## src/sv/ivs_pkg.sv

```systemverilog
// ivs_pkg: shared types and codes for the indexed vector store
// used by ivs_cell, ivs_ctrl and indexed_vector_store; depends on nothing
`default_nettype none

package ivs_pkg;

  localparam int unsigned WORD_W = 32;

  typedef enum logic [2:0] {
    OP_PUSH   = 3'd0,
    OP_POP    = 3'd1,
    OP_READ   = 3'd2,
    OP_WRITE  = 3'd3,
    OP_INSERT = 3'd4,
    OP_ERASE  = 3'd5,
    OP_CLEAR  = 3'd6,
    OP_NOP    = 3'd7
  } op_t;

  typedef enum logic [1:0] {
    ST_OK    = 2'd0,
    ST_RANGE = 2'd1,
    ST_FULL  = 2'd2,
    ST_EMPTY = 2'd3
  } status_t;

  typedef enum logic [1:0] {
    CELL_HOLD   = 2'd0,
    CELL_WRITE  = 2'd1,
    CELL_INSERT = 2'd2,
    CELL_ERASE  = 2'd3
  } cell_op_t;

  typedef enum logic {
    S_IDLE = 1'b0,
    S_SCAN = 1'b1
  } state_t;

  // broadcast from the controller to every cell
  typedef struct packed {
    cell_op_t            op;
    logic [WORD_W-1:0]   value;
  } cell_cmd_t;

endpackage

`default_nettype wire

```

## src/sv/ivs_ctrl.sv

```systemverilog
// ivs_ctrl: request decode, fill count, scan sequencer and result register
// for the indexed vector store; depends on ivs_pkg
`default_nettype none

module ivs_ctrl #(
  parameter int DEPTH = 64
) (
  input  wire logic                         clk,
  input  wire logic                         rst,
  input  wire logic                         s_tvalid,
  output logic                              s_tready,
  input  wire logic [2:0]                   opcode,
  input  wire logic [6:0]                   index,
  input  wire logic [ivs_pkg::WORD_W-1:0]   write_value,
  output logic                              m_tvalid,
  input  wire logic                         m_tready,
  output logic [1:0]                        status,
  output logic [ivs_pkg::WORD_W-1:0]        read_value,
  output logic [6:0]                        count,
  output ivs_pkg::cell_cmd_t                cmd,
  output logic [$clog2(DEPTH)-1:0]          tgt,
  output logic [$clog2(DEPTH)-1:0]          rd_idx,
  input  wire logic [ivs_pkg::WORD_W-1:0]   rd_data
);

  localparam int AW    = $clog2(DEPTH);
  localparam int CNT_W = $clog2(DEPTH + 1);
  localparam int CMP_W = (CNT_W > 7) ? CNT_W : 7;
  localparam logic [CNT_W-1:0] CNT_FULL = CNT_W'(DEPTH);

  ivs_pkg::state_t state, state_next;

  logic [CNT_W-1:0] cnt;
  logic [CNT_W-1:0] scan_cnt;
  logic             in_acc;
  logic             scan_done;

  // decode of the request at the input
  logic [CMP_W-1:0]       idx_c, cnt_c;
  ivs_pkg::status_t       dec_status;
  ivs_pkg::cell_op_t      dec_op;
  logic                   dec_scan;
  logic [CNT_W-1:0]       dec_cnt;
  logic [AW-1:0]          dec_tgt;
  logic [AW-1:0]          dec_rd;
  logic                   full, empty;

  assign in_acc    = s_tvalid & s_tready;
  assign scan_done = (state == ivs_pkg::S_SCAN) && (scan_cnt == CNT_FULL);
  assign idx_c     = CMP_W'(index);
  assign cnt_c     = CMP_W'(cnt);
  assign full      = (cnt == CNT_FULL);
  assign empty     = (cnt == '0);

  always_comb begin
    dec_status = ivs_pkg::ST_OK;
    dec_op     = ivs_pkg::CELL_HOLD;
    dec_scan   = 1'b0;
    dec_cnt    = cnt;
    dec_tgt    = idx_c[AW-1:0];
    dec_rd     = idx_c[AW-1:0];
    unique case (ivs_pkg::op_t'(opcode))
      ivs_pkg::OP_PUSH: begin
        dec_tgt = cnt_c[AW-1:0];
        if (full) begin
          dec_status = ivs_pkg::ST_FULL;
        end else begin
          dec_op  = ivs_pkg::CELL_INSERT;
          dec_cnt = cnt + CNT_W'(1);
        end
      end
      ivs_pkg::OP_POP: begin
        // last stored entry
        dec_rd = AW'(cnt - CNT_W'(1));
        if (empty) begin
          dec_status = ivs_pkg::ST_EMPTY;
        end else begin
          dec_scan = 1'b1;
          dec_cnt  = cnt - CNT_W'(1);
        end
      end
      ivs_pkg::OP_READ: begin
        if (idx_c >= cnt_c) dec_status = ivs_pkg::ST_RANGE;
        else dec_scan = 1'b1;
      end
      ivs_pkg::OP_WRITE: begin
        if (idx_c >= cnt_c) dec_status = ivs_pkg::ST_RANGE;
        else dec_op = ivs_pkg::CELL_WRITE;
      end
      ivs_pkg::OP_INSERT: begin
        priority if (idx_c > cnt_c) begin
          dec_status = ivs_pkg::ST_RANGE;
        end else if (full) begin
          dec_status = ivs_pkg::ST_FULL;
        end else begin
          dec_op  = ivs_pkg::CELL_INSERT;
          dec_cnt = cnt + CNT_W'(1);
        end
      end
      ivs_pkg::OP_ERASE: begin
        if (idx_c >= cnt_c) begin
          dec_status = ivs_pkg::ST_RANGE;
        end else begin
          dec_op  = ivs_pkg::CELL_ERASE;
          dec_cnt = cnt - CNT_W'(1);
        end
      end
      ivs_pkg::OP_CLEAR: begin
        dec_cnt = '0;
      end
      ivs_pkg::OP_NOP: begin
        dec_cnt = cnt;
      end
      default: dec_cnt = cnt;
    endcase
  end

  // next state
  always_comb begin
    state_next = state;
    unique case (state)
      ivs_pkg::S_IDLE: if (in_acc && dec_scan) state_next = ivs_pkg::S_SCAN;
      ivs_pkg::S_SCAN: if (scan_done) state_next = ivs_pkg::S_IDLE;
      default:         state_next = ivs_pkg::S_IDLE;
    endcase
  end

  // outputs of the sequencer
  always_comb begin
    s_tready  = 1'b0;
    cmd.op    = ivs_pkg::CELL_HOLD;
    cmd.value = write_value;
    tgt       = dec_tgt;
    unique case (state)
      ivs_pkg::S_IDLE: begin
        s_tready = ~m_tvalid | m_tready;
        if (in_acc) cmd.op = dec_op;
      end
      ivs_pkg::S_SCAN: begin
        s_tready = 1'b0;
      end
      default: s_tready = 1'b0;
    endcase
  end

  always_ff @(posedge clk) begin
    if (rst) begin
      state    <= ivs_pkg::S_IDLE;
      cnt      <= '0;
      scan_cnt <= '0;
      m_tvalid <= 1'b0;
    end else begin
      state <= state_next;
      if (in_acc) cnt <= dec_cnt;
      if (state == ivs_pkg::S_SCAN) scan_cnt <= scan_cnt + CNT_W'(1);
      else scan_cnt <= '0;
      if ((in_acc && !dec_scan) || scan_done) m_tvalid <= 1'b1;
      else if (m_tready) m_tvalid <= 1'b0;
    end
  end

  logic [CMP_W-1:0] dec_cnt_c, cnt_now_c;
  assign dec_cnt_c = CMP_W'(dec_cnt);
  assign cnt_now_c = CMP_W'(cnt);

  always_ff @(posedge clk) begin
    if (in_acc) rd_idx <= dec_rd;
    if (in_acc && !dec_scan) begin
      status     <= dec_status;
      read_value <= '0;
      count      <= dec_cnt_c[6:0];
    end else if (scan_done) begin
      status     <= ivs_pkg::ST_OK;
      read_value <= rd_data;
      count      <= cnt_now_c[6:0];
    end
  end

  // the fill count never passes the capacity
  a_cnt_bound: assert property (@(posedge clk) disable iff (rst) cnt <= CNT_FULL)
    else $error("fill count above capacity");

  // a finished scan always leaves a result behind
  a_scan_result: assert property (@(posedge clk) disable iff (rst)
    scan_done |=> m_tvalid && (status == ivs_pkg::ST_OK))
    else $error("scan finished without result");

  // a waiting result blocks new items
  a_no_overrun: assert property (@(posedge clk) disable iff (rst)
    (m_tvalid && !m_tready) |-> !in_acc)
    else $error("item taken while result stalled");

  // failed requests never return a word
  a_err_zero: assert property (@(posedge clk) disable iff (rst)
    (m_tvalid && (status != ivs_pkg::ST_OK)) |-> (read_value == '0))
    else $error("nonzero word with error status");

  // a scan never starts while the count is zero
  a_scan_nonempty: assert property (@(posedge clk) disable iff (rst)
    (in_acc && dec_scan) |-> !empty)
    else $error("scan on empty store");

endmodule

`default_nettype wire

```

## config.mk

```make
export PLATFORM = sky130hd
export DESIGN_NAME = ivs_ctrl
export DESIGN_NICKNAME = d
export VERILOG_FILES = /design/src/sv/ivs_pkg.sv /design/src/sv/ivs_ctrl.sv
export SDC_FILE = /design/constraint.sdc
export NUM_CORES = 1
export LEC_CHECK = 0
export ABC_AREA = 1
export BUFFER_PORTS_ARGS = -buffer_cell sky130_fd_sc_hd__clkbuf_2
export CORE_MARGIN = 1.5
export CORE_UTILIZATION = 43
export DETAILED_ROUTE_END_ITERATION = 6
export PLACE_DENSITY = 0.78
export SYNTH_ARGS = -nofsm -noshare
export SYNTH_HDL_FRONTEND = slang
export SYNTH_SLANG_ARGS = --single-unit
export TNS_END_PERCENT = 1
```

## constraint.sdc

```tcl
create_clock -name clk -period 2.35 [get_ports clk]
set_input_delay 0.1175 -clock clk [delete_from_list [all_inputs] [get_ports clk]]
set_output_delay 0.1175 -clock clk [all_outputs]
set_load 0.005 [all_outputs]
```

==> results.md <==
* P&R area growth vs syn at 19.7%
* EDFF count, synth at 15
* Post-route cell area at 0.00457 sq mm
* Synth Register Bits at 63
* Hold Vio Cnt, Final at 0
* Post-Layout Cell Count at 701
* Largest net degree at the start of global routing at 33
* Post-synth ARST share at 0%
* Final Slew Violations at 0
* Nature of the critical path startpoint: flop
* Placed insts at 682
* Crit. End Element: output pin
* Critical Path AT at 2200 ps
* Clk_lat worst skew at 350 ps
* Worst setup startpoint: cnt[6]
* Gate Count Post-Synth at 497
* Part of the cycle the worst path needs at 98.5%
* Synth Cell Area at 0.00381 sq mm
* Post-Syn Nets at 586
* Ports at 167
* Longest Clk Path Bufs at 2
* GR Util met3 at 4.17%
* Met1 Resource Use GR at 26.7%
* HP Class: primary input to flop
* Share of cells above drive strength 1 at 33.2%
* Worst Setup Slack, final at 35.0 ps
* Initial Utilization at 44.0%
* Cts bufs inserted at 9
* Drt drc at 0
* Post-Route WL at 9550 um
* Max cap viols at 0
* Critical Path, Cell by Cell: inv_1, ha_1, nand2_2, inv_1, a21oi_4, nand2_4, nand2_4, nand2_2, a21oi_2, o21ai_0, inv_1, clkbuf_2
* Slew @ Worst Pin at 545 ps
* Via Count at 3,509
* Layout Nets at 677
* Hold path depth at 4
* Router iterations before antenna repair at 5
* Die X at 97.2 um
* Post-DRT Antenna Nets at 0
* Clk sinks at 63
* CP Class: flop to output pin
* Synth top area share at 25.2%
* Reg2reg path depth at 13
* Die Ht at 97.2 um
* Routability congestion estimate from global placement at 1.01
* CP peak stage delay at 340 ps
* Initial antenna violation count at 0
* Power per cell area at 634 mW/mm^2
* Worst vdd ir at 0.000330 V
* Slew margin rel. at 63.4%
* Syn avg cell area at 7.68 sq um
* Status: finished clean
* Yosys top cell by area: dfxtp_1
* Seq/Total Area, Yosys at 37.0%
* Die Area at 0.00945 sq mm
* Dominant cells by area after synthesis: dfxtp_1 (25%), nand2_1 (13%), edfxtp_1 (12%), mux2_2 (9.4%), inv_1 (6.7%)
* Hold_sp: rd_data[30]
* Cell at the slowest stage of the critical path: dfxtp_1
* Leak at 2.57 nW
* TritonCTS clock tree: done
* Row cnt at 34
* Pre-CTS WS at 91.3 ps
* Cts hold-fix bufs at 0
* Minimum clock period at 2320 ps
* Final setup fails at 0
* CP Data Required Time at 2230 ps
* RSZ-0062 raised after global routing: yes
* Vias in the first global route at 3,310
* HPWL Detailed at 7350 um
* Max H-tree Level at 3
* Synth top cells by count: nand2_1 (130), inv_1 (68), dfxtp_1 (48)
* Reg clk slew, reported paths at 80 ps
* CORE AREA at 0.00868 sq mm
* Synth unique cells at 35
* Wire per inst at 13.6 um
* Ant diodes at 0
* Fmax at 432 MHz
* Most numerous cell on the critical path: inv_1
* IO buf count at 102
* YS warnings at 0
* Top_reg_cell synth: dfxtp_1
* GRT Resource Usage Total at 20.2%
* Clk Tree Root Cell: clkbuf_8
* Most Crowded Layer GR: met2
* RR Startpoint: cnt[6]
* Gr ovfl total at 0
* First-pass GRT wire length at 15,400 um
* DRT iter0 DRCs at 241
* Most common cell in the netlist: nand2_1
* Placed Area at 0.00429 sq mm
* Vias per cell at 5.01
* M2 GR Usage at 32.0%
* Worst-path maximum fanout at 6
* Setup Skew at 12.3 ps
* Worst reg2reg setup slack at 70 ps
[worst max-delay path, delay by kind of cell (launching register included)]
kind,cells,cell delay (ps)
flip-flops,1,340
AO/OA/AOI/OAI,3,540
AND/OR/NAND/NOR,4,350
adder cells (fa/ha/maj),1,300
buffers and inverters,4,330
[layer usage]
metal | share of wire, % | vias up
met4 | 2.5 | 0
li1 | - | 1738
met1 | 43 | 1556
met3 | 8.3 | 32
met5 | 0 | -
met2 | 47 | 183
[flip-flops by register name (all words and copies together), names as in the netlist]
register    count
read_value     32
cnt             7
count           7
scan_cnt        7
rd_idx          6
status          2
m_tvalid        1
state           1
[metrics by stage]
stage | TNS (ps) | hold slack [ps] | utilization, % | total power, mW
floorplan | 0 | 263 | - | 1.64
global placement | 0 | 235 | 49.4 | 1.82
detailed placement | 0 | 235 | 49.4 | 1.83
CTS | 0 | 61.2 | 52.2 | 2.89
global route | -259 | 65.8 | 52.6 | 3.03
finish | 0 | 70.2 | 52.6 | 2.90
[area by class of cell]
cell class	instances	area (sq um)
fill	794	4110
multi-input combinational	314	1820
sequential	63	1410
timing repair buffer	127	698
inverter	73	279
clock buffer	10	149
tap	108	135
clock inverter	6	73.8
[worst paths after layout]
check                                      end
worst max-delay path                   cmd[33]
worst min-delay path            read_value[30]
worst max register to register        count[5]
worst min register to register     scan_cnt[0]
[kinds of logic after synthesis]
logic type	after synthesis	synth area share, %
AOI/OAI and AO/OA	39	5.90
adders and majority gates	11	3.61
xor gates and xnor gates	7	1.61
muxes	32	9.45
DFF	63	37.0
buffers and inverters	120	16.0
and+or+nand+nor	225	26.4
[power by group]
group,switching [mW],total (mW),internal [mW]
registers,0.0228,1.19,1.16
clock network,0.489,1.06,0.570
logic,0.406,0.652,0.246
total,0.918,2.90,1.98
[cell usage in the layout, fill, tap and decap left out, drive strengths merged, types with 2 or more instances in the layout]
| cell | count |
|---|---|
| edfxtp | 15 |
| a21oi | 12 |
| ha | 11 |
| clkinv | 4 |
| nor2 | 33 |
| nor3b | 2 |
| nand2 | 135 |
| o21ai | 25 |
| inv | 74 |
| nor3 | 7 |
| nand4 | 11 |
| clkbuf | 112 |
| mux2 | 32 |
| nand3 | 32 |
| buf | 25 |
| and3 | 3 |
| xor2 | 6 |
| dfxtp | 48 |
[timing repair]
action                                  4_1_cts  5_1_grt
resized for setup                             5        7
gates cloned                                  0        0
buffers inserted                              0        3
pin swaps                                     1        3
endpoints found under the setup margin        1        4
hold endpoints to repair                      0        0
Power figures use the tool's default switching activity.
