[config.mk]
export PLATFORM = sky130hd
export DESIGN_NAME = ivs_cell
export DESIGN_NICKNAME = d
export VERILOG_FILES = /design/src/sv/ivs_pkg.sv /design/src/sv/ivs_cell.sv
export SDC_FILE = /design/constraint.sdc
export NUM_CORES = 1
export LEC_CHECK = 0
export BUFFER_PORTS_ARGS = -buffer_cell sky130_fd_sc_hd__buf_2
export CAP_MARGIN = 15
export CELL_PAD_IN_SITES_DETAIL_PLACEMENT = 0
export CELL_PAD_IN_SITES_GLOBAL_PLACEMENT = 1
export CORE_ASPECT_RATIO = 0.6
export CORE_MARGIN = 2
export CORE_UTILIZATION = 31
export DETAILED_ROUTE_END_ITERATION = 10
export PLACE_DENSITY = 0.8
export RECOVER_POWER = 100
export SETUP_SLACK_MARGIN = 0.15
export SYNTH_ARGS = -nofsm -noshare
export SYNTH_HDL_FRONTEND = slang
export SYNTH_SLANG_ARGS = --single-unit
[constraint.sdc]
create_clock -name clk -period 2 [get_ports clk]
set_input_delay 0.1 -clock clk [delete_from_list [all_inputs] [get_ports clk]]
set_output_delay 0.1 -clock clk [all_outputs]
set_load 0.02 [all_outputs]
[src/sv/ivs_pkg.sv]
// ivs_pkg: shared types and codes for the indexed vector store
// used by ivs_cell, ivs_ctrl and indexed_vector_store; depends on nothing
`default_nettype none

package ivs_pkg;

  localparam int unsigned WORD_W = 32;

  typedef enum logic [2:0] {
    OP_PUSH   = 3'd0,
    OP_POP    = 3'd1,
    OP_READ   = 3'd2,
    OP_WRITE  = 3'd3,
    OP_INSERT = 3'd4,
    OP_ERASE  = 3'd5,
    OP_CLEAR  = 3'd6,
    OP_NOP    = 3'd7
  } op_t;

  typedef enum logic [1:0] {
    ST_OK    = 2'd0,
    ST_RANGE = 2'd1,
    ST_FULL  = 2'd2,
    ST_EMPTY = 2'd3
  } status_t;

  typedef enum logic [1:0] {
    CELL_HOLD   = 2'd0,
    CELL_WRITE  = 2'd1,
    CELL_INSERT = 2'd2,
    CELL_ERASE  = 2'd3
  } cell_op_t;

  typedef enum logic {
    S_IDLE = 1'b0,
    S_SCAN = 1'b1
  } state_t;

  // broadcast from the controller to every cell
  typedef struct packed {
    cell_op_t            op;
    logic [WORD_W-1:0]   value;
  } cell_cmd_t;

endpackage

`default_nettype wire

[src/sv/ivs_cell.sv]
// ivs_cell: one entry of the store, shifts with its neighbors on insert/erase
// and forwards the registered read bus; depends on ivs_pkg
`default_nettype none

module ivs_cell #(
  parameter int DEPTH = 64,
  parameter int POS   = 0
) (
  input  wire logic                          clk,
  input  wire ivs_pkg::cell_cmd_t            cmd,
  input  wire logic [$clog2(DEPTH)-1:0]      tgt,
  input  wire logic [ivs_pkg::WORD_W-1:0]    left_data,
  input  wire logic [ivs_pkg::WORD_W-1:0]    right_data,
  input  wire logic [$clog2(DEPTH)-1:0]      rd_idx,
  input  wire logic [ivs_pkg::WORD_W-1:0]    rd_in,
  output logic      [ivs_pkg::WORD_W-1:0]    data,
  output logic      [ivs_pkg::WORD_W-1:0]    rd_out
);

  localparam int AW = $clog2(DEPTH);
  localparam logic [AW-1:0] MY_POS = AW'(POS);

  logic [ivs_pkg::WORD_W-1:0] data_next;

  always_comb begin
    data_next = data;
    unique case (cmd.op)
      ivs_pkg::CELL_HOLD: begin
        data_next = data;
      end
      ivs_pkg::CELL_WRITE: begin
        if (MY_POS == tgt) data_next = cmd.value;
      end
      ivs_pkg::CELL_INSERT: begin
        if (MY_POS == tgt) data_next = cmd.value;
        else if (MY_POS > tgt) data_next = left_data;
      end
      ivs_pkg::CELL_ERASE: begin
        if (MY_POS >= tgt) data_next = right_data;
      end
      default: data_next = data;
    endcase
  end

  always_ff @(posedge clk) begin
    data <= data_next;
    // read bus: take own word when addressed, else pass the neighbor's on
    rd_out <= (MY_POS == rd_idx) ? data : rd_in;
  end

endmodule

`default_nettype wire

==> results of run 1 <==
## cells by family after synthesis
logic type | after synthesis | synth area share [%]
flip-flops | 64 | 49.00
multiplexers | 32 | 11.03
AND/OR/NAND/NOR | 38 | 5.283
buffers and inverters | 59 | 9.609
AO/OA/AOI/OAI | 66 | 25.08
## metal layers
| layer | wire length, µm | track usage (%) | share of wire, % |
|---|---|---|---|
| met1 | 4559 | 21.96 | 43 |
| met2 | 4871 | 30.36 | 46 |
| met3 | 979 | 7.165 | 9.3 |
| met4 | 110 | 5.114 | 1.0 |
| met5 | 0 | 0 | 0 |
## state kept, by name (all words and copies together), names as in the netlist
name,flops
data,32
rd_out,32
## critical path: cells and delay by family
| kind | cells | cell delay [ns] |
|---|---|---|
| buffers and inverters | 2 | 0.61 |
| AND/OR/NAND/NOR | 2 | 0.40 |
| multiplexers | 1 | 0.50 |
## placed cells by master, fill, tap and decap left out, drive strengths merged
cell type | netlist | layout
a2111oi | 32 | 32
a21o | 1 | 1
a221oi | 32 | 32
buf | 17 | 149
clkbuf | 9 | 81
clkinv | 0 | 2
dfxtp | 32 | 32
diode | 0 | 1
dlygate4sd3 | 0 | 27
edfxtp | 32 | 32
inv | 33 | 33
mux2 | 32 | 32
nand2 | 1 | 1
nor2 | 34 | 34
nor3 | 1 | 1
nor4 | 2 | 2
o211a | 1 | 1
## layout make-up
type                    instances  area share, %
flip-flops and latches         64          34.28
repair buffers                243          27.88
multi-input cells             136          24.99
clock buffers                  14          6.320
well taps                     135          3.615
inverters                      33          2.651
clock inverters                 2         0.2142
diodes                          1        0.05356
## power groups by stage
stage	Sequential [W]	Combinational, W	Clock [W]
floorplan	0.00152	0.000245	0
CTS	0.00144	0.000556	0.00162
global placement	0.00147	0.000505	0
global route	0.00145	0.000545	0.00168
finish	0.00144	0.000498	0.00157
detailed placement	0.00147	0.000520	0
## worst paths after layout
path | to | startpoint | depth (start not counted)
hold reg to reg | rd_out[5] | data[5] | 1
setup / recovery | rd_out[4] | rd_idx[3] | 5
hold / removal | rd_out[20] | rd_in[20] | 2
setup reg to reg | rd_out[27] | data[27] | 1
## stage by stage
| stage | hold slack, ns | power (W) | setup WS [ns] | cells |
|---|---|---|---|---|
| 2_1_floorplan | 0.2278 | 0.001769 | 0.2924 | 259 |
| 3_3_place_gp | 0.3090 | 0.001972 | 0.3937 | 584 |
| 3_5_place_dp | 0.3149 | 0.001988 | 0.3336 | 584 |
| 4_1_cts | 0.002738 | 0.003615 | 0.6746 | 623 |
| 5_1_grt | 0.007337 | 0.003675 | 0.4456 | 627 |
| 6_report | 0.01815 | 0.003515 | 0.5963 | 628 |
==> run summary, run 1 <==
The run finished with clean final reports. In the synthesized netlist, the number of instances is 259. The wire-length estimate of the detail-placed layout is 7555 µm.

Global routing finished with a remaining overflow of 0. Number of distinct library cell variants in the gate-level netlist after synthesis: 23. After synthesis, the most frequently instantiated cells are 34 x sky130_fd_sc_hd__nor2_1, 33 x sky130_fd_sc_hd__inv_1, 32 x sky130_fd_sc_hd__dfxtp_1, 32 x sky130_fd_sc_hd__edfxtp_1, 30 x sky130_fd_sc_hd__a221oi_2. The worst register-to-register path has a setup slack of 1.15 ns. TritonCTS built the clock tree. Once the floorplan was initialized, standard cells occupied 32.50% of the core.

After synthesis, the cell types taking the most area are sky130_fd_sc_hd__edfxtp_1 29%, sky130_fd_sc_hd__dfxtp_1 20%, sky130_fd_sc_hd__a221oi_2 14%. The final count of hold timing violations was 0; the mean area per synthesized cell was 12.62 µm². The portion of total power attributed to sequential cells was 41.0%.

The finished layout cell area is 4672 µm². Measured along the x axis, the die boundary spans 136.6 µm. The total area of multi-input combinational cells was 1167 µm². The core region is 10050 µm². For the core utilization of the finished layout, the log shows 46.47%. The critical path goes through buf_2 -> nor4_1 -> nand2_2 -> clkbuf_2 -> mux2_1. The tree is rooted in a sky130_fd_sc_hd__clkbuf_16.

The number of nets in the final layout is 630. For the standard cell area after detailed placement, the log shows 4368 µm². Class of the tightest hold or removal check: input pin to register.

For this run, the register share of the synthesized area comes to 49.00%. The worst-case vdd ir drop came out at 372.2 µV. After detailed routing, the number of vias per cell comes to 4.780.

Between clock sinks in the finished design, the worst skew comes to 0.003113 ns. For this run, the total global-route usage over all layers was measured as 18.30%. In this run the deepest clock path goes through 2 buffers. In this run the power density over the cells is 752.5 nW/µm².

The final-report max-slew violation count was 0; the post-CTS setup buffer count was 0. sky130_fd_sc_hd__nor2_1 is the most common cell in the netlist. After synthesis, the share of flip-flops with an asynchronous set or reset is 0%.

For this design, the slowest cell found on the critical path is sky130_fd_sc_hd__clkbuf_2. Summed over all nets, the switching power comes to 0.0008298 W. Net switching is 23.60% of the power.

After synthesis, the largest area contributor takes up 29.40% of total cell area. Setup repair after global routing left no endpoint under its margin. In this run the tightest slew margin relative to its limit is 41.88%. The number of gates resized after CTS was 0. Data on the critical path arrives at its endpoint at 1.61 ns. The clock transition at the registers of the reported paths is 0.06 ns, and the number of standard-cell rows in the floorplan is 28. The largest area contributor in the synthesized netlist is sky130_fd_sc_hd__edfxtp_1.

The die covers 11410 µm². The share of total power dissipated in the clock network is 44.8%. Number of warnings issued by yosys: 0.

Kind of capture point of the worst setup path: a register. 207 I/O pins were placed. In the routed design, unresolved DRC markers number 0.

The count of nets left with antenna violations once routing finished came out at 0. The combinational share of power is 14.2%, and the maximum net fanout on the critical path is 32. The run gives 3118 as the via count of the first global-routing pass. The synthesized design contains 32 enable-type register cells. The design internal power came out at 0.002686 W. Subtracting the final worst setup slack from the clock period gives 1.404 ns.

The first detailed-routing pass took 4 iterations. For this run, the slowest stage of the critical path takes 0.51 ns. For the worst-skew pair, the clock arrives at the later sink with an insertion delay of 0.32 ns. The startpoint-to-endpoint class of the critical path is input pin to register.

In this run the cell area of the synthesized design comes to 3268 µm². The kind of start point of the critical path is an input pin. The total negative slack for setup checks is 0 ns, and the wire length reported by the detailed router is 10520 µm. The total number of H-tree levels is 3, and the die height is 83.53 µm. The tool flagged a number of max-cap violations equal to 0.

The tools report the maximum clock frequency as 712.4 MHz. The logs give 1602 µm² for the register area and 64 for the clock sink count. The logs give 23 for the number of hold buffers added after CTS and 402 for the total nets after synthesis. Entering global routing, the biggest net connects 66 pins. At the worst endpoint, the required time is 2.20 ns.

Setup violations remaining at the end of the flow were counted as 0. Relative to the synthesized area, the layout overhead comes to 42.96%. The number of buffers created by CTS is 9, and the total leakage power is 1.985 nW. The final critical path takes up 70.19% of the cycle.

The first global-routing pass estimated 15990 µm of wire. In this run, synthesis produced a sequential element count of 64. The number of antenna violations at the first check in global routing was 1; the detailed-route wire length per cell was 16.75 µm.

Cells with a size suffix above 1 make up 40.04% of the layout. The detailed router's first-iteration violation count came out at 126. The most used flip-flop cell after synthesis is sky130_fd_sc_hd__edfxtp_1.

The routability congestion estimate from global placement is 0.7232, and the slew at the pin with the worst max-slew slack is 0.8718 ns. The count of buffers added on input and output ports is 206. The layout has 996 filler cells.

The final route contains 3002 vias.
No activity file was read; power rests on OpenSTA's default activity.
==> inputs of run 2 (changes only) <==
--- a/config.mk
+++ b/config.mk
@@ -11,9 +11,9 @@
 export CELL_PAD_IN_SITES_GLOBAL_PLACEMENT = 1
 export CORE_ASPECT_RATIO = 0.6
 export CORE_MARGIN = 2
-export CORE_UTILIZATION = 31
+export CORE_UTILIZATION = 28
 export DETAILED_ROUTE_END_ITERATION = 10
-export PLACE_DENSITY = 0.8
+export PLACE_DENSITY = 0.77
 export RECOVER_POWER = 100
 export SETUP_SLACK_MARGIN = 0.15
 export SYNTH_ARGS = -nofsm -noshare
==> constraint.sdc (replaced) <==
create_clock -name clk -period 1.15 [get_ports clk]
set_input_delay 0.0575 -clock clk [delete_from_list [all_inputs] [get_ports clk]]
set_output_delay 0.0575 -clock clk [all_outputs]
set_load 0.02 [all_outputs]
==> run 2 against run 1 <==
Sequential share of layout area down 3.0 points. Clock-buffer cell count down 3. Non-clock buffer count up 30. Register-to-register slack worse by 0.92 ns. Total power up 71%. Die area up 10%. Flip-flop and latch count unchanged. Via count up 4.9%. Utilization down 1.3 points. Worst hold slack better by 0.091 ns. Largest power group is now registers.
==> run summary, run 2 (same netlist as run 1, synthesis figures left out) <==
The run finished with clean final reports. The worst path arrival time was 1.10 ns (was 1.61 ns). The via count of the first global-routing pass is 3233 (was 3118), and the via count normalized by instance count is 4.624 (was 4.780). The tools report the remaining routing DRC violations as 0 (unchanged). The slew at the pin with the worst max-slew slack was 0.7029 ns (was 0.8718 ns); the cell area power density was 1173 nW/µm² (was 752.5 nW/µm²). For the routability congestion estimate from global placement, the log shows 0.7422 (was 0.7232).

Portion of total power attributed to sequential cells: 41.7% (was 41.0%). The run gives 1.19 ns (was 2.20 ns) as the required time reported for the critical path endpoint. The number of standard-cell rows in the floorplan was 30 (was 28); the proportion of power drawn by the clock network was 41.2% (was 44.8%). Critical-path cell list: buf_2 -> nor4_4 -> buf_12 -> a2111oi_0 -> a221oi_2 (was buf_2 -> nor4_1 -> nand2_2 -> clkbuf_2 -> mux2_1). Antenna cell count: 0 (was 1). The tools report the root cell of the clock tree as sky130_fd_sc_hd__clkbuf_16 (unchanged). The design internal power was 0.004506 W (was 0.002686 W); the detailed-route wire length per cell was 16.35 µm (was 16.75 µm).

The global route total overflow came out at 0 (unchanged). Number of nets in the final layout: 660 (was 630). The most common library cell in the layout ignoring fill and taps is sky130_fd_sc_hd__buf_2 (unchanged). The die height was 87.69 µm (was 83.53 µm); the total leakage power was 2.169 nW (was 1.985 nW). The worst max-slew margin expressed relative to the limit was 51.93% (was 41.88%).

The logs give 16.98% (was 18.30%) for the overall track demand over capacity in global routing and 3 (unchanged) for the total number of H-tree levels. The worst-case vdd ir drop was 640.1 µV (was 372.2 µV); the detailed router's first-iteration violation count was 122 (was 126). Class of the tightest hold or removal check: input pin to register (unchanged).

The fraction of final layout cells sized beyond drive strength 1 came out at 45.87% (was 40.04%). Clock transition at the registers of the reported paths: 0.05 ns (was 0.06 ns). The total negative slack for setup checks is 0 ns (unchanged), and the setup violation total in the final timing report is 0 (unchanged). The core utilization of the finished layout came out at 45.19% (was 46.47%). The number of antenna violations at the first check in global routing is 0 (was 1), and the combinational share of power is 17.1% (was 14.2%).

Placeable core region: 11340 µm² (was 10050 µm²). The kind of start point of the critical path was an input pin (unchanged). Number of buffers created by CTS: 9 (unchanged). The buffer depth of the longest clock path is 2 (unchanged), and the count of buffers from port buffering is 206 (unchanged).

Slowest cell on the critical path: sky130_fd_sc_hd__a2111oi_0 (was sky130_fd_sc_hd__clkbuf_2). The maximum net fanout on the critical path is 9 (was 32), and the wire length of the first global-routing pass is 16090 µm (was 15990 µm). Largest registers ranked by flip-flop count: data x32, rd_out x32 (unchanged).

The antenna violation net count after detailed routing was 0 (unchanged). Commonest cells after routing, fill and taps aside: 142 x sky130_fd_sc_hd__buf_2, 63 x sky130_fd_sc_hd__clkbuf_1, 33 x sky130_fd_sc_hd__nor2_1 (was 141 x sky130_fd_sc_hd__buf_2, 66 x sky130_fd_sc_hd__clkbuf_1, 33 x sky130_fd_sc_hd__nor2_1). The logs give 4 (unchanged) for the first-pass iteration count of the detailed router and 0.33 ns (was 0.32 ns) for the clock latency on the worst-skew pair.

The area growth from synthesis to layout was 56.74% (was 42.96%); the worst hold slack across all endpoints was 0.1093 ns (was 0.01815 ns). The power after layout is 0.006010 W (was 0.003515 W). The setup slack on the worst flop-to-flop path is 0.23 ns (was 1.15 ns).

The maximum clock frequency was 942.0 MHz. The largest net degree at the start of global routing is 36 (was 66). The count of maximum capacitance violations is 0 (unchanged), and the fraction of the cycle the final worst path needs is 92.31%. The tools report the I/O pin count as 207 (unchanged). The wire length reported by the detailed router was 11140 µm (was 10520 µm); the net switching power was 0.001504 W (was 0.0008298 W).

The tools report the final count of hold timing violations as 0 (unchanged). Setup repair after global routing could not meet its margin everywhere. TritonCTS built the clock tree.

The final-report max-slew violation count is 0 (unchanged). The biggest cell delay along the critical path is 0.67 ns (was 0.51 ns). The clock sink count is 64 (unchanged). The run gives 0.009357 ns (was 0.003113 ns) as the worst clock skew. Kind of capture point of the worst setup path: a register (unchanged). The width of the die was 143.5 µm (was 136.6 µm); the initial core utilization was 28.83% (was 32.50%).

The logs give -0.2520 ns (was 0.3336 ns) for the pre-CTS worst setup slack and 8182 µm (was 7555 µm) for the half-perimeter wire length after detailed placement. The least setup slack across all paths after layout is 0.08848 ns (was 0.5963 ns), and the area of the die is 12580 µm² (was 11410 µm²). The net switching share of the total power was 25.02% (was 23.60%).

The startpoint-to-endpoint class of the critical path is input pin to register (unchanged). The shortest clock period the worst path allows after layout came out at 1.062 ns. Detailed-route via count: 3149 (was 3002).
run 2: changes by cell type in the layout (fill, tap and decap cells not counted), moves of 2 or more:
cell / change
sky130_fd_sc_hd__a2111oi_1: -9
sky130_fd_sc_hd__a2111oi_2: +8
sky130_fd_sc_hd__a221oi_1: -8
sky130_fd_sc_hd__a221oi_2: +8
sky130_fd_sc_hd__buf_12: +9
sky130_fd_sc_hd__buf_4: +16
sky130_fd_sc_hd__clkbuf_1: -3
sky130_fd_sc_hd__clkbuf_8: -2
sky130_fd_sc_hd__dlygate4sd3_1: +5
run 2: layer usage:
metal / GRT usage [%] / vias to the layer above / wire (µm)
met2: 29.31 / 140 / 5191
met5: 0 / - / 0
met3: 6.124 / 12 / 899
met1: 20.06 / 1490 / 4922
li1: - / 1507 / -
met4: 5.169 / 0 / 123
run 2: final cells by class:
| cell class | count | area, µm² |
|---|---|---|
| inverter | 33 | 123.9 |
| multi-input combinational | 136 | 1266 |
| timing repair buffer | 273 | 1665 |
| sequential | 64 | 1602 |
| clock inverter | 4 | 22.52 |
| tap | 160 | 200.2 |
| fill | 1162 | 6213 |
| clock buffer | 11 | 242.7 |
run 2: worst paths after layout:
path	from	endpoint	cells after the start
setup reg to reg	data[28]	rd_out[28]	2
hold / removal	cmd[30]	data[30]	3
setup / recovery	tgt[1]	data[13]	5
hold reg to reg	data[7]	rd_out[7]	1
run 2: what timing repair did:
item,in CTS,in global routing
hold buffers,32,0
buffers inserted,1,1
pin swaps,0,0
endpoints found under the hold margin,32,0
gates resized for setup,2,22
endpoints found under the setup margin,40,55
run 2: worst max-delay path: cells and delay by family:
| kind | cells | cell delay (ns) |
|---|---|---|
| AOI/OAI and AO/OA | 2 | 0.75 |
| buffers and inverters | 2 | 0.24 |
| and+or+nand+nor | 1 | 0.05 |
run 2: power by group through the flow:
stage               registers (W)  logic (W)  clock network (W)
floorplan                 0.00265   0.000449                  0
global placement          0.00255    0.00101                  0
detailed placement        0.00255    0.00103                  0
CTS                       0.00251    0.00112            0.00252
global route              0.00251    0.00111            0.00261
finish                    0.00251    0.00103            0.00247
run 2: stage by stage:
step,cell area (µm²),std cells
6_report,5122,681
2_1_floorplan,3339,259
5_1_grt,5122,681
3_3_place_gp,4796,632
3_5_place_dp,4796,632
4_1_cts,5395,680
==> inputs of run 3 (changes only) <==
--- a/config.mk
+++ b/config.mk
@@ -5,15 +5,16 @@
 export SDC_FILE = /design/constraint.sdc
 export NUM_CORES = 1
 export LEC_CHECK = 0
+export ABC_AREA = 1
 export BUFFER_PORTS_ARGS = -buffer_cell sky130_fd_sc_hd__buf_2
 export CAP_MARGIN = 15
 export CELL_PAD_IN_SITES_DETAIL_PLACEMENT = 0
 export CELL_PAD_IN_SITES_GLOBAL_PLACEMENT = 1
-export CORE_ASPECT_RATIO = 0.6
+export CORE_ASPECT_RATIO = 0.5
 export CORE_MARGIN = 2
-export CORE_UTILIZATION = 28
+export CORE_UTILIZATION = 27
 export DETAILED_ROUTE_END_ITERATION = 10
-export PLACE_DENSITY = 0.77
+export PLACE_DENSITY = 0.79
 export RECOVER_POWER = 100
 export SETUP_SLACK_MARGIN = 0.15
 export SYNTH_ARGS = -nofsm -noshare
==> run 3 against run 2 <==
Clock skew down 0.0055 ns. Highest routed layer unchanged. Via count increased by 25%. Final area up 5.1%. First-iteration DRC count increased by 78%. Synthesized cell count grew 90%. Critical path type is now register to primary output. Maximum frequency rose by 3.0%.
==> run summary, run 3 <==
Setup repair after global routing could not meet its margin everywhere. The share of synthesized registers carrying an async set or reset is 0% (unchanged), and the number of enable flip-flop cells after synthesis is 32 (unchanged). The tools report the least setup slack across all paths after layout as 0.1197 ns (was 0.08848 ns). For the pre-CTS worst setup slack, the log shows -0.09476 ns (was -0.2520 ns). Critical-path cell list: clkbuf_1 (was buf_2 -> nor4_4 -> buf_12 -> a2111oi_0 -> a221oi_2).

Detailed-route via count: 3951 (was 3149). The tools report the fraction of the yosys area taken by sequential cells as 45.25% (was 49.00%). The most frequent cell after synthesis is sky130_fd_sc_hd__inv_1 (was sky130_fd_sc_hd__nor2_1).

The cell family with the largest share of critical-path delay is flip-flops (was compound AO/OA/AOI/OAI gates). The tools report the required time reported for the critical path endpoint as 1.09 ns (was 1.19 ns). The wire length of the first global-routing pass is 19780 µm (was 16090 µm), and the standard cell area after detailed placement is 4802 µm² (was 4796 µm²).

The worst clock skew is 0.003812 ns (was 0.009357 ns). The count of maximum capacitance violations came out at 0 (unchanged). The maximum clock frequency is 970.5 MHz (was 942.0 MHz).

Number of standard-cell rows in the floorplan: 29 (was 30). The tools report the root cell of the clock tree as sky130_fd_sc_hd__clkbuf_16 (unchanged). The largest net degree at the start of global routing was 65 (was 36); the final-report max-slew violation count was 0 (unchanged).

Mean area per synthesized cell: 7.194 µm² (was 12.62 µm²). The first-pass iteration count of the detailed router is 4 (unchanged). The slowest cell on the critical path was sky130_fd_sc_hd__edfxtp_1 (was sky130_fd_sc_hd__a2111oi_0). Largest registers ranked by flip-flop count: data x32, rd_out x32 (unchanged).

The clock transition at the registers of the reported paths was 0.06 ns (was 0.05 ns); the met3 demand-to-capacity share in global routing was 4.384% (was 6.124%). Count of cell instances traversed by the critical path: 1 (was 5). The number of antenna violations at the first check in global routing is 0 (unchanged), and the wire length reported by the detailed router is 12630 µm (was 11140 µm). Antenna violation net count after detailed routing: 0 (unchanged).

The worst max-slew margin expressed relative to the limit is 67.51% (was 51.93%). The setup violation total in the final timing report was 0 (unchanged); the antenna cell count was 0 (unchanged). Destination of the critical timing path: data[27] (was data[13]). The count of state elements after synthesis came out at 64 (unchanged). The clock latency on the worst-skew pair is 0.33 ns (about the same), and the buffer depth of the longest clock path is 2 (unchanged). The routability congestion estimate from global placement is 0.7990 (was 0.7422), and the total number of H-tree levels is 3 (unchanged). The buffers plus inverters on the worst setup path came out at 1 (was 2). The run gives 0 (unchanged) as the global route total overflow. The flow ran to the end, and the final reports show no timing, DRC or antenna violations. The shortest clock period the worst path allows after layout is 1.030 ns (was 1.062 ns), and the via count normalized by instance count is 4.332 (was 4.624). The detailed-route wire length per cell came out at 13.85 µm (was 16.35 µm). The run gives 3917 (was 3233) as the via count of the first global-routing pass.

The die height is 84.96 µm (was 87.69 µm). Top post-synthesis cells by area: sky130_fd_sc_hd__edfxtp_1 27%, sky130_fd_sc_hd__dfxtp_1 18%, sky130_fd_sc_hd__inv_1 14% (was sky130_fd_sc_hd__edfxtp_1 29%, sky130_fd_sc_hd__dfxtp_1 20%, sky130_fd_sc_hd__a221oi_2 14%). Kind of start point of the critical path: a register (was an input pin).

The predominant post-synthesis flop cell was sky130_fd_sc_hd__edfxtp_1 (unchanged). The maximum net fanout on the critical path is 2 (was 9). TritonCTS built the clock tree. The cell area power density came out at 1128 nW/µm² (was 1173 nW/µm²). The startpoint of the worst register-to-register path is data[21] (was data[28]).

The launching element of the worst setup path was data[27] (was tgt[1]). The highest-utilization routing layer at the global route stage was met2 (unchanged). The run gives 12740 µm² (was 11340 µm²) as the placeable core region. The fraction of final layout cells sized beyond drive strength 1 was 26.28% (was 45.87%). Biggest cell delay along the critical path: 0.39 ns (was 0.67 ns). The kind of capture point of the worst setup path was a primary output (was a register).

For the post-synthesis instance total, the log shows 492 (was 259). The clock sink count is 64 (unchanged), and the area growth from synthesis to layout is 52.03% (was 56.74%). The number of cell instances on the worst register-to-register path is 3 (was 2). The width of the die works out to 165.9 µm (was 143.5 µm). The most common library cell in the layout ignoring fill and taps is sky130_fd_sc_hd__buf_2 (unchanged). The run gives 5381 µm² (was 5122 µm²) as the finished layout cell area. Reg-to-reg endpoint: rd_out[21] (was rd_out[28]). The startpoint-to-endpoint class of the critical path was register to primary output (was input pin to register). The largest area contributor in the synthesized netlist is sky130_fd_sc_hd__edfxtp_1 (unchanged). The remaining routing DRC violations is 0 (unchanged), and the initial core utilization is 27.79% (was 28.83%). The met1 usage in global routing came out at 21.66% (was 20.06%).

The number of warnings issued by yosys was 0 (unchanged); the number of distinct library cell variants in the gate-level netlist after synthesis was 17 (was 23). Commonest cells after routing, fill and taps aside: 141 x sky130_fd_sc_hd__buf_2, 129 x sky130_fd_sc_hd__inv_1, 96 x sky130_fd_sc_hd__nand2_1 (was 142 x sky130_fd_sc_hd__buf_2, 63 x sky130_fd_sc_hd__clkbuf_1, 33 x sky130_fd_sc_hd__nor2_1). The run gives 880 (was 660) as the number of nets in the final layout.

The met2 track demand over resource in global routing was 31.57% (was 29.31%). The slew at the pin with the worst max-slew slack was 0.4873 ns (was 0.7029 ns); the area of the die was 14100 µm² (was 12580 µm²). The detailed router's first-iteration violation count came out at 217 (was 122).

The class of the tightest hold or removal check was input pin to register (unchanged). The run gives 0 (unchanged) as the final count of hold timing violations. The total negative slack for setup checks is 0 ns (unchanged), and the overall track demand over capacity in global routing is 17.82% (was 16.98%). The logs give 2.860 nW (was 2.169 nW) for the total leakage power and 0.97 ns (was 1.10 ns) for the worst path arrival time. The share of the synthesized area in the top cell type was 27.15% (was 29.40%); the count of buffers from port buffering was 206 (unchanged). Netlist area before placement: 3540 µm² (was 3268 µm²). Setup slack on the worst flop-to-flop path: 0.25 ns (was 0.23 ns). I/O pin count: 207 (unchanged). The run gives 9 (unchanged) as the number of buffers created by CTS. Most frequent cells after synthesis: 129 x sky130_fd_sc_hd__inv_1, 96 x sky130_fd_sc_hd__nand2_1, 64 x sky130_fd_sc_hd__nand3_1 (was 34 x sky130_fd_sc_hd__nor2_1, 33 x sky130_fd_sc_hd__inv_1, 32 x sky130_fd_sc_hd__dfxtp_1, 32 x sky130_fd_sc_hd__edfxtp_1, 30 x sky130_fd_sc_hd__a221oi_2).

The total nets after synthesis was 635 (was 402); the worst-case vdd ir drop was 699.5 µV (was 640.1 µV). The half-perimeter wire length after detailed placement is 9082 µm (was 8182 µm), and the power after layout is 0.006072 W (was 0.006010 W). Fraction of the cycle the final worst path needs: 89.60% (was 92.31%).
[run 3: changes by cell type after synthesis, moves of 29 or more]
cell and delta:
sky130_fd_sc_hd__nand3_1 +64, sky130_fd_sc_hd__o21ai_0 +44, sky130_fd_sc_hd__nor2_1 -29, sky130_fd_sc_hd__nand2_1 +96, sky130_fd_sc_hd__a221oi_2 -30, sky130_fd_sc_hd__inv_1 +96
sky130_fd_sc_hd__nand4_1 +32
[run 3: what timing repair did]
item                                   in CTS  in global routing
hold buffers                               32                  0
setup endpoints to repair                  13                 23
pin swaps                                   0                  0
gates resized for setup                    22                 11
endpoints found under the hold margin      32                  0
buffers inserted                            4                  7
[run 3: how the worst min path moves through the flow]
stage | startpoint | end | cells after the start
2_1_floorplan | rd_in[0] | rd_out[0] | 2
3_3_place_gp | rd_in[8] | rd_out[8] | 3
3_5_place_dp | rd_in[7] | rd_out[7] | 3
4_1_cts | left_data[0] | data[0] | 5
5_1_grt | right_data[19] | data[19] | 5
6_report | left_data[4] | data[4] | 5
[run 3: metal layers]
layer,part of all wire [%],vias up
met4,1.9,0
met2,50,115
li1,-,2043
met3,5.0,20
met1,43,1773
met5,0,-
[run 3: area by class of cell]
| cell class | count | area [µm²] |
|---|---|---|
| clock buffers | 12 | 256.5 |
| clock inverters | 4 | 18.77 |
| fillers | 1373 | 7355 |
| inverters | 129 | 484.2 |
| multi-input cells | 267 | 1292 |
| flip-flops and latches | 64 | 1602 |
| well taps | 170 | 212.7 |
| repair buffers | 266 | 1515 |
[run 3: where the power goes]
part	total, W	switching, W	internal, W
registers	0.00251	0.0000241	0.00249
logic	0.00101	0.000555	0.000455
clock network	0.00255	0.000992	0.00156
[run 3: per-stage QoR]
step	instances	hold WS (ns)	util (%)
floorplan	492	0.1702	-
global placement	853	0.2573	37.71
detailed placement	853	0.2629	37.71
CTS	905	0.09448	43.16
global route	912	0.1205	42.25
finish	912	0.1033	42.25
[run 3: cells by family after synthesis]
group	synth area share (%)
AO/OA/AOI/OAI	9.049
flip-flops	45.25
buffers and inverters	18.38
AND/OR/NAND/NOR	27.32
